### src/rtl/core/b58_pkg.sv
`timescale 1ns / 1ps
// Shared types, constants and the character map for the base58 encoder.
// No dependencies.
package b58_pkg;

    localparam int unsigned RESULT_CAP = 55;
    localparam int unsigned RADIX      = 58;
    localparam int unsigned RECIP      = 18079;  // ceil(2^20 / 58)
    localparam int unsigned RECIP_SH   = 20;
    localparam logic [7:0]  CHAR_ONE   = 8'h31;  // '1'
    localparam logic [6:0]  MOX_RESET  = 7'd64;

    typedef enum logic [2:0] {
        S_IDLE = 3'b001,
        S_DIV  = 3'b010,
        S_EMIT = 3'b100
    } enc_state_t;

    // Map one base58 digit to its ASCII character.
    function automatic logic [7:0] b58_char(input logic [5:0] d);
        logic [7:0] dd;
        logic [7:0] c;
        dd = {2'b00, d};
        if (d < 6'd9)
            c = 8'h31 + dd;                 // 1..9
        else if (d < 6'd17)
            c = 8'h41 + (dd - 8'd9);        // A..H
        else if (d < 6'd22)
            c = 8'h4A + (dd - 8'd17);       // J..N
        else if (d < 6'd33)
            c = 8'h50 + (dd - 8'd22);       // P..Z
        else if (d < 6'd44)
            c = 8'h61 + (dd - 8'd33);       // a..k
        else if (d < 6'd58)
            c = 8'h6D + (dd - 8'd44);       // m..z
        else
            c = 8'h00;
        return c;
    endfunction

endpackage

### src/rtl/core/base58_encoder.sv
`timescale 1ns / 1ps
// Base58 (Bitcoin alphabet) encoder: top level with control and APB register.
// Depends on b58_pkg, b58_div58, b58_byte_cell, b58_digit_cell.
//
//  channel   | handshake               | payload
//  ----------+-------------------------+----------------------------------
//  input     | start, busy             | data_byte, last_byte
//  result    | result_valid (1 cycle)  | symbol, last_symbol, too_long
//  register  | psel, penable, pwrite   | paddr, pwdata, prdata, pready
//
// A byte that is not the last one leaves busy low.
// On the last byte of an n-byte message the ring of byte cells rotates once
// per cycle through the single divide-by-58 step; each full turn of n bytes
// gives one digit, and then the characters are emitted at one per cycle.
// rst_n clears all control state and sets max_out_chars to 64; the byte and
// digit cells are not reset. Results cannot be stalled: each transaction on
// the result side is shown for exactly one cycle.
module base58_encoder #(
    parameter int MAX_BYTES  = 36,
    parameter int MAX_DIGITS = 50
)
(
    input  logic        clk,
    input  logic        rst_n,
    // input items
    input  logic        start,
    output logic        busy,
    input  logic [7:0]  data_byte,
    input  logic        last_byte,
    // results
    output logic        result_valid,
    output logic [7:0]  symbol,
    output logic        last_symbol,
    output logic        too_long,
    // register port
    input  logic        psel,
    input  logic        penable,
    input  logic        pwrite,
    input  logic [2:0]  paddr,
    input  logic [31:0] pwdata,
    output logic [31:0] prdata,
    output logic        pready
);
    import b58_pkg::*;

    localparam int BCW = $clog2(MAX_BYTES + 1);
    localparam int DCW = $clog2(MAX_DIGITS + 1);
    localparam int TW  = ((BCW > DCW) ? BCW : DCW) + 1;
    localparam int CW  = (TW > 7) ? TW : 7;

    enc_state_t     state_reg, state_next;
    logic [BCW-1:0] byte_count_reg, byte_count_next;
    logic           overflow_reg, overflow_next;
    logic [BCW-1:0] lzc_reg, lzc_next;
    logic           nz_seen_reg, nz_seen_next;
    logic [DCW-1:0] dcount_reg, dcount_next;
    logic [BCW-1:0] pos_reg, pos_next;
    logic [5:0]     rem_reg, rem_next;
    logic           pass_nz_reg, pass_nz_next;
    logic [CW-1:0]  k_reg, k_next;
    logic [6:0]     mox_reg;

    logic           valid_reg, valid_next;
    logic [7:0]     symbol_reg, symbol_next;
    logic           last_reg, last_next;
    logic           err_reg, err_next;

    logic           accept;
    logic           div_shift;
    logic           push;
    logic           pop;
    logic           pass_end;
    logic           byte_nz;
    logic [7:0]     head_byte;
    logic [7:0]     quo;
    logic [5:0]     rem_out;
    logic [7:0]     byte_q   [MAX_BYTES];
    logic [5:0]     digit_q  [MAX_DIGITS];
    logic [CW-1:0]  mox_eff;
    logic [CW-1:0]  total;
    logic [CW-1:0]  lim;
    logic [CW-1:0]  lim_a;

    assign accept = start && (state_reg == S_IDLE);
    assign busy   = (state_reg != S_IDLE);
    assign byte_nz = (data_byte != 8'd0);

    // ---------------- register port ----------------
    assign pready = 1'b1;
    assign prdata = (paddr[2] == 1'b0) ? {25'd0, mox_reg} : 32'd0;

    always_ff @(posedge clk or negedge rst_n)
    begin
        if (!rst_n)
            mox_reg <= MOX_RESET;
        else if (psel && penable && pwrite && pready && (paddr[2] == 1'b0))
            mox_reg <= pwdata[6:0];
    end

    // ---------------- ring of byte cells ----------------
    assign head_byte = byte_q[0];
    assign div_shift = (state_reg == S_DIV);

    b58_div58 u_div
    (
        .rem_in  (rem_reg),
        .byte_in (head_byte),
        .quo     (quo),
        .rem_out (rem_out)
    );

    for (genvar i = 0; i < MAX_BYTES; i++)
    begin : g_byte
        logic [7:0] right_byte;
        if (i == MAX_BYTES - 1)
        begin : g_end
            assign right_byte = byte_q[i];
        end
        else
        begin : g_mid
            assign right_byte = byte_q[i + 1];
        end

        b58_byte_cell u_cell
        (
            .clk        (clk),
            .load       (accept && (byte_count_reg == BCW'(i))),
            .shift      (div_shift),
            .is_tail    (byte_count_reg == BCW'(i + 1)),
            .load_byte  (data_byte),
            .right_byte (right_byte),
            .fb_byte    (quo),
            .cell_byte  (byte_q[i])
        );
    end

    // ---------------- digit stack ----------------
    assign pass_end = div_shift && (pos_reg == byte_count_reg - BCW'(1));
    assign push     = pass_end && (dcount_reg < DCW'(MAX_DIGITS));
    assign pop      = (state_reg == S_EMIT) && (k_reg >= CW'(lzc_reg));

    for (genvar j = 0; j < MAX_DIGITS; j++)
    begin : g_digit
        logic [5:0] push_in;
        logic [5:0] pop_in;
        if (j == 0)
        begin : g_top
            assign push_in = rem_out;
        end
        else
        begin : g_below
            assign push_in = digit_q[j - 1];
        end
        if (j == MAX_DIGITS - 1)
        begin : g_bottom
            assign pop_in = digit_q[j];
        end
        else
        begin : g_above
            assign pop_in = digit_q[j + 1];
        end

        b58_digit_cell u_cell
        (
            .clk     (clk),
            .push    (push),
            .pop     (pop),
            .push_in (push_in),
            .pop_in  (pop_in),
            .digit   (digit_q[j])
        );
    end

    // ---------------- emit length ----------------
    // A zero count register still emits one character; cap at the result limit
    assign mox_eff = (mox_reg == 7'd0) ? CW'(1) : CW'(mox_reg);
    assign total   = CW'(lzc_reg) + CW'(dcount_reg);
    assign lim_a   = (mox_eff < total) ? mox_eff : total;
    assign lim     = (lim_a < CW'(RESULT_CAP)) ? lim_a : CW'(RESULT_CAP);

    // ---------------- control ----------------
    always_comb
    begin
        state_next      = state_reg;
        byte_count_next = byte_count_reg;
        overflow_next   = overflow_reg;
        lzc_next        = lzc_reg;
        nz_seen_next    = nz_seen_reg;
        dcount_next     = dcount_reg;
        pos_next        = pos_reg;
        rem_next        = rem_reg;
        pass_nz_next    = pass_nz_reg;
        k_next          = k_reg;
        valid_next      = 1'b0;
        symbol_next     = symbol_reg;
        last_next       = last_reg;
        err_next        = err_reg;

        case (state_reg)
            S_IDLE:
            begin
                if (accept)
                begin
                    if (byte_count_reg < BCW'(MAX_BYTES))
                    begin
                        byte_count_next = byte_count_reg + BCW'(1);
                        if (!nz_seen_reg && !byte_nz)
                            lzc_next = lzc_reg + BCW'(1);
                        if (byte_nz)
                            nz_seen_next = 1'b1;
                    end
                    else
                    begin
                        overflow_next = 1'b1;
                    end

                    if (last_byte)
                    begin
                        if (overflow_next)
                        begin
                            // single error result, drop the message
                            valid_next      = 1'b1;
                            symbol_next     = 8'd0;
                            last_next       = 1'b1;
                            err_next        = 1'b1;
                            byte_count_next = '0;
                            overflow_next   = 1'b0;
                            lzc_next        = '0;
                            nz_seen_next    = 1'b0;
                            dcount_next     = '0;
                        end
                        else if (nz_seen_next)
                        begin
                            state_next   = S_DIV;
                            pos_next     = '0;
                            rem_next     = '0;
                            pass_nz_next = 1'b0;
                        end
                        else
                        begin
                            state_next = S_EMIT;
                            k_next     = '0;
                        end
                    end
                end
            end

            S_DIV:
            begin
                if (pass_end)
                begin
                    // remainder is the next digit; stop once the quotient is zero
                    if (push)
                        dcount_next = dcount_reg + DCW'(1);
                    pos_next     = '0;
                    rem_next     = '0;
                    pass_nz_next = 1'b0;
                    if (!(pass_nz_reg || (quo != 8'd0)))
                    begin
                        state_next = S_EMIT;
                        k_next     = '0;
                    end
                end
                else
                begin
                    pos_next     = pos_reg + BCW'(1);
                    rem_next     = rem_out;
                    pass_nz_next = pass_nz_reg || (quo != 8'd0);
                end
            end

            S_EMIT:
            begin
                valid_next  = 1'b1;
                err_next    = 1'b0;
                symbol_next = pop ? b58_char(digit_q[0]) : CHAR_ONE;
                last_next   = ((k_reg + CW'(1)) == lim);
                if (last_next)
                begin
                    state_next      = S_IDLE;
                    byte_count_next = '0;
                    overflow_next   = 1'b0;
                    lzc_next        = '0;
                    nz_seen_next    = 1'b0;
                    dcount_next     = '0;
                end
                else
                begin
                    k_next = k_reg + CW'(1);
                end
            end

            default:
            begin
                state_next = S_IDLE;
            end
        endcase
    end

    always_ff @(posedge clk or negedge rst_n)
    begin
        if (!rst_n)
        begin
            state_reg      <= S_IDLE;
            byte_count_reg <= '0;
            overflow_reg   <= 1'b0;
            lzc_reg        <= '0;
            nz_seen_reg    <= 1'b0;
            dcount_reg     <= '0;
            pos_reg        <= '0;
            rem_reg        <= '0;
            pass_nz_reg    <= 1'b0;
            k_reg          <= '0;
            valid_reg      <= 1'b0;
        end
        else
        begin
            state_reg      <= state_next;
            byte_count_reg <= byte_count_next;
            overflow_reg   <= overflow_next;
            lzc_reg        <= lzc_next;
            nz_seen_reg    <= nz_seen_next;
            dcount_reg     <= dcount_next;
            pos_reg        <= pos_next;
            rem_reg        <= rem_next;
            pass_nz_reg    <= pass_nz_next;
            k_reg          <= k_next;
            valid_reg      <= valid_next;
        end
    end

    // result payload holds between strobes
    always_ff @(posedge clk)
    begin
        symbol_reg <= symbol_next;
        last_reg   <= last_next;
        err_reg    <= err_next;
    end

    assign result_valid = valid_reg;
    assign symbol       = symbol_reg;
    assign last_symbol  = last_reg;
    assign too_long     = err_reg;

endmodule

### src/rtl/core/b58_div58.sv
`timescale 1ns / 1ps
// One long-division step by 58: {remainder, byte} -> quotient byte, remainder.
// Depends on b58_pkg.
module b58_div58
(
    input  logic [5:0] rem_in,
    input  logic [7:0] byte_in,
    output logic [7:0] quo,
    output logic [5:0] rem_out
);
    import b58_pkg::*;

    logic [13:0] dividend;
    logic [34:0] prod;
    logic [13:0] back;

    assign dividend = {rem_in, byte_in};
    // Reciprocal is exact for every dividend below 58 * 256
    assign prod     = 35'(dividend) * 35'(RECIP);
    assign quo      = prod[RECIP_SH +: 8];
    assign back     = 14'(quo) * 14'(RADIX);
    assign rem_out  = 6'(dividend - back);

endmodule

### src/rtl/core/b58_byte_cell.sv
`timescale 1ns / 1ps
// One byte of the number under division; shifts towards the head each step.
// No dependencies.
module b58_byte_cell
(
    input  logic       clk,
    input  logic       load,
    input  logic       shift,
    input  logic       is_tail,
    input  logic [7:0] load_byte,
    input  logic [7:0] right_byte,
    input  logic [7:0] fb_byte,
    output logic [7:0] cell_byte
);
    logic [7:0] byte_reg;
    logic [7:0] byte_next;

    always_comb
    begin
        byte_next = byte_reg;
        if (load)
            byte_next = load_byte;
        else if (shift)
            byte_next = is_tail ? fb_byte : right_byte;
    end

    always_ff @(posedge clk)
    begin
        byte_reg <= byte_next;
    end

    assign cell_byte = byte_reg;

endmodule

### src/rtl/core/b58_digit_cell.sv
`timescale 1ns / 1ps
// One slot of the digit stack; push moves away from the top, pop towards it.
// No dependencies.
module b58_digit_cell
(
    input  logic       clk,
    input  logic       push,
    input  logic       pop,
    input  logic [5:0] push_in,
    input  logic [5:0] pop_in,
    output logic [5:0] digit
);
    logic [5:0] digit_reg;
    logic [5:0] digit_next;

    always_comb
    begin
        digit_next = digit_reg;
        if (push)
            digit_next = push_in;
        else if (pop)
            digit_next = pop_in;
    end

    always_ff @(posedge clk)
    begin
        digit_reg <= digit_next;
    end

    assign digit = digit_reg;

endmodule

### config.mk
export PLATFORM = sky130hd
export DESIGN_NAME = base58_encoder
export DESIGN_NICKNAME = d
export VERILOG_FILES = /design/src/rtl/core/b58_pkg.sv /design/src/rtl/core/base58_encoder.sv /design/src/rtl/core/b58_div58.sv /design/src/rtl/core/b58_byte_cell.sv /design/src/rtl/core/b58_digit_cell.sv
export SDC_FILE = /design/constraint.sdc
export NUM_CORES = 2
export LEC_CHECK = 0
export BUFFER_PORTS_ARGS = -buffer_cell sky130_fd_sc_hd__buf_2
export CAP_MARGIN = 30
export CORE_ASPECT_RATIO = 0.8
export CORE_MARGIN = 5
export CORE_UTILIZATION = 45
export DETAILED_ROUTE_END_ITERATION = 16
export SETUP_SLACK_MARGIN = 0.3
export SYNTH_ARGS = -nofsm -noshare
export SYNTH_HDL_FRONTEND = slang
export SYNTH_SLANG_ARGS = --single-unit
### constraint.sdc
create_clock -name clk -period 15.8 [get_ports clk]
set_clock_uncertainty 0.2 [all_clocks]
set_input_delay 1.58 -clock clk [delete_from_list [all_inputs] [get_ports clk]]
set_output_delay 1.58 -clock clk [all_outputs]
set_load 0.03 [all_outputs]
==> reports/summary.md <==
Dividing the synthesized area by the synthesized cell count gives 9.75 um^2. After synthesis, the largest family of logic cells by area is simple AND/OR/NAND/NOR gates. The final core utilization is 49.6%. The final antenna-violating net count was 0. The top flip-flop cell by instance count after synthesis was sky130_fd_sc_hd__edfxtp_1.

For this configuration, the core starts out at a cell density of 45.5%. For the worst flop-to-flop path, the logic depth is 26. TritonCTS built the clock tree. In this run, post-CTS repair resized a total of 0 instances. The tools report the capture point of the worst reg-to-reg path as g_digit[0].u_cell.digit[5].

Hold violation count in the final report: 0. Number of antenna violations at the first check in global routing: 0. The critical-path cell with the highest stage delay is sky130_fd_sc_hd__fa_1.

Dividing the detail-routed via count by the number of cells gives 5.25. Clock sink count: 649. The tools report the worst slew slack as a fraction of its limit as 32.6%. Detailed routing inserted a total of 25300 vias. In the global route stage, met1 resource usage came out at 30.2%.

Tracing the worst setup path back leads to its startpoint at rem_reg[3]. The port buffer count is 41. The flow ran to the end, and the final reports show no timing, DRC or antenna violations.

Including well taps, the total number of placed cells is 4687. The register with the most flip-flops in the layout has 300 of them. The run gives 36800 um^2 as the cell area after synthesis. Compared with the post-synthesis result, the final layout area differs by 9.06%. The number of standard cells after synthesis is 3770, and the sequential area share after synthesis is 52.3%. The post-layout minimum cycle time works out to 8520 ps. The floorplan step defined a core boundary enclosing 80800 um^2. The global-route usage over all layers is 18.3%.

The width of the die works out to 330 um. Counting flops with an async set or reset pin after synthesis yields a share of 7.86%. The number of endpoints failing setup at the final stage is 0, and the number of antenna repair diodes is 0. For this run, the post-layout net count is 3953. Multiplexer area fraction after synthesis: 6.20%. At the later pin of the worst-skew pair, clock insertion delay measures 630 ps.

The tools report the sort of element at the end of the critical path as a register. Counting distinct cell types in the post-synthesis netlist gives 77. By instance count, the cell type seen most on the critical path is sky130_fd_sc_hd__ha_1.

The first global-routing pass estimated 130 mm of wire. The area fraction in compound gates after synthesis was 8.86%; the register-to-register setup slack was 7280 ps. By startpoint and endpoint, the worst setup path is classified as register to register. For the number of top-level design ports, the log shows 95. The pre-antenna-repair detailed-routing pass consisted of 5 iterations. In this run the vertical extent of the chip is 266 um. The run gives 0.855 as the placer congestion estimate.

Buffers added to address setup during post-CTS repair amount to 0. The delay contributed by the slowest stage of the critical path was 720 ps. The finished layout holds 4819 standard cells, fillers aside. The synthesized design contains 649 register bits. At the pin with the least slew margin, the transition time is 1010 ps. The tools report the global-route met2 utilization as 24.4%. The worst setup path is launched from a register. For this block, the initial DRC count from the detailed router was 2401. The number of enable flip-flop cells after synthesis was 598.

For the max-slew violation count, the log shows 0. Summing the areas of all and, or, nand and nor instances in the mapped netlist gives 17.3% of the synthesized area. The most critical setup path has its endpoint at g_digit[0].u_cell.digit[5]. Detailed placement ended at an HPWL of 50.9 mm. At the worst endpoint, the arrival time is 8690 ps. Of the total synthesized cell area, the portion taken by XOR and XNOR cells is 1.49%. In this run, CTS created clock tree buffers numbering 72. Setup total negative slack on the finished layout was measured at 0 ps. Setup repair after global routing left no endpoint under its margin. The routed design has 82.0 mm of wire. The tools report the root buffer cell as sky130_fd_sc_hd__clkbuf_16. The logs give 3 for the count of H-tree levels built during CTS and 15970 ps for the data required time of the worst path. For the DRC violation count after routing, the log shows 0. During synthesis, Yosys emitted a total of 0 warnings.

The maximum count of clock buffers along a single path was 3; the clock-pin slew of the registers on the worst-case setup and hold paths was 60 ps. In the final routed layout, each cell accounts on average for 17.0 um. Number of hold buffers added after CTS: 0. In this run the worst path has a maximum fanout of 37.

The worst path uses 53.9% of the clock period. The most congested layer reported by global routing is met1. The fraction of final layout cells with drive strength greater than 1 is 7.08%.

The worst flop-to-flop path startpoint is rem_reg[3]. The met3 usage is 4.24%. The min-delay analysis places its worst path in the category register to register. Entering global routing, the biggest net connects 199 pins. After floorplanning, the core was divided into 93 placement rows.

Global routing finished with a remaining overflow of 0. Maximum frequency from static timing analysis: 0.117 GHz. The area share of fa/ha/maj cells after synthesis works out to 9.13%. For the count of maximum capacitance violations, the log shows 0. The tools report the number of global-route vias before repair as 23100.

The floorplan die area is 87600 um^2.
-- routing by layer --
metal / share of wire [%] / vias to the layer above
met4: 1.4 / 0
li1: - / 12600
met2: 40 / 679
met5: 0 / -
met1: 52 / 11900
met3: 7.5 / 83
-- metrics by stage --
step / hold slack, ps / cell area [um^2] / setup WS, ps
finish: 252 / 40100 / 7280
global route: 275 / 40100 / 6860
CTS: 253 / 40100 / 7240
detailed placement: 242 / 37800 / 7320
global placement: 231 / 37600 / 7310
floorplan: 226 / 36900 / 6160
-- cell type report --
cell class | count | area [um^2]
clock buffers | 98 | 1980
clock inverters | 31 | 318
fillers | 7401 | 40700
inverters | 137 | 514
multi-input cells | 2720 | 16000
flip-flops and latches | 649 | 19200
well taps | 1092 | 1370
repair buffers | 92 | 658
-- synth_stat cells (5+ instances only) --
cell | n | area share [%]
sky130_fd_sc_hd__a21o_1 | 14 | 0.29
sky130_fd_sc_hd__a21oi_1 | 281 | 3.8
sky130_fd_sc_hd__nand2b_1 | 7 | 0.12
sky130_fd_sc_hd__nand3_1 | 46 | 0.63
sky130_fd_sc_hd__nand2_1 | 1108 | 11
sky130_fd_sc_hd__xnor2_1 | 36 | 0.86
sky130_fd_sc_hd__a22oi_1 | 5 | 0.10
sky130_fd_sc_hd__and3_1 | 7 | 0.12
sky130_fd_sc_hd__or3_1 | 7 | 0.12
sky130_fd_sc_hd__a2111oi_0 | 6 | 0.14
sky130_fd_sc_hd__dfrtp_1 | 49 | 3.3
sky130_fd_sc_hd__buf_1 | 45 | 0.46
sky130_fd_sc_hd__a31oi_1 | 19 | 0.32
sky130_fd_sc_hd__o31ai_1 | 5 | 0.10
sky130_fd_sc_hd__nor2b_1 | 21 | 0.36
sky130_fd_sc_hd__nor3_1 | 21 | 0.29
sky130_fd_sc_hd__nand4_1 | 14 | 0.24
sky130_fd_sc_hd__xor2_1 | 22 | 0.52
sky130_fd_sc_hd__buf_4 | 27 | 0.55
sky130_fd_sc_hd__ha_1 | 169 | 5.8
sky130_fd_sc_hd__nor4_1 | 7 | 0.12
sky130_fd_sc_hd__clkbuf_1 | 215 | 2.2
sky130_fd_sc_hd__or2_2 | 22 | 0.37
sky130_fd_sc_hd__nor2_1 | 307 | 3.1
sky130_fd_sc_hd__edfxtp_1 | 598 | 49
sky130_fd_sc_hd__inv_1 | 137 | 1.4
sky130_fd_sc_hd__mux2_2 | 19 | 0.58
sky130_fd_sc_hd__a211oi_1 | 8 | 0.16
sky130_fd_sc_hd__fa_1 | 62 | 3.4
sky130_fd_sc_hd__o21ai_0 | 200 | 2.7
sky130_fd_sc_hd__mux2i_1 | 205 | 5.6
-- cells in the final DEF (no fill, tap or decap), types with 54 or more instances in the layout --
cell type                   count
sky130_fd_sc_hd__fa_1          62
sky130_fd_sc_hd__inv_1        137
sky130_fd_sc_hd__clkbuf_16     74
sky130_fd_sc_hd__edfxtp_1     598
sky130_fd_sc_hd__o21ai_0      200
sky130_fd_sc_hd__ha_1         169
sky130_fd_sc_hd__buf_2         54
sky130_fd_sc_hd__nor2_1       307
sky130_fd_sc_hd__nand2_1     1106
sky130_fd_sc_hd__a21oi_1      281
sky130_fd_sc_hd__mux2i_1      205
-- logic make-up after synthesis --
kind of cell | Yosys count
and+or+nand+nor | 1591
DFF | 649
AOI/OAI and AO/OA | 586
buffers and inverters | 426
adders and majority gates | 231
muxes | 225
xor gates and xnor gates | 60
other | 2
-- worst max-delay path: cells and delay by family, from the launching register on --
family / cells / cell delay (ps)
and+or+nand+nor: 1 / 170
xor gates and xnor gates: 5 / 860
buffers and inverters: 4 / 640
AOI/OAI and AO/OA: 4 / 970
muxes: 1 / 280
DFF: 1 / 530
adders and majority gates: 11 / 4600
-- worst min path at each step --
stage,cells after the start,start,to,slack (ps)
after floorplan,0,g_digit[48].u_cell.digit[0],g_digit[49].u_cell.digit[0],230
after global placement,0,g_digit[48].u_cell.digit[4],g_digit[49].u_cell.digit[4],230
after detailed placement,0,g_digit[48].u_cell.digit[1],g_digit[49].u_cell.digit[1],240
after CTS,0,g_digit[48].u_cell.digit[2],g_digit[49].u_cell.digit[2],250
after global routing,0,g_digit[48].u_cell.digit[4],g_digit[49].u_cell.digit[4],270
final,0,g_digit[48].u_cell.digit[2],g_digit[49].u_cell.digit[2],250
Power is left out: the tool's default activity adds up to more than one toggle a clock period on the data nets, which glitch-free logic cannot reach.
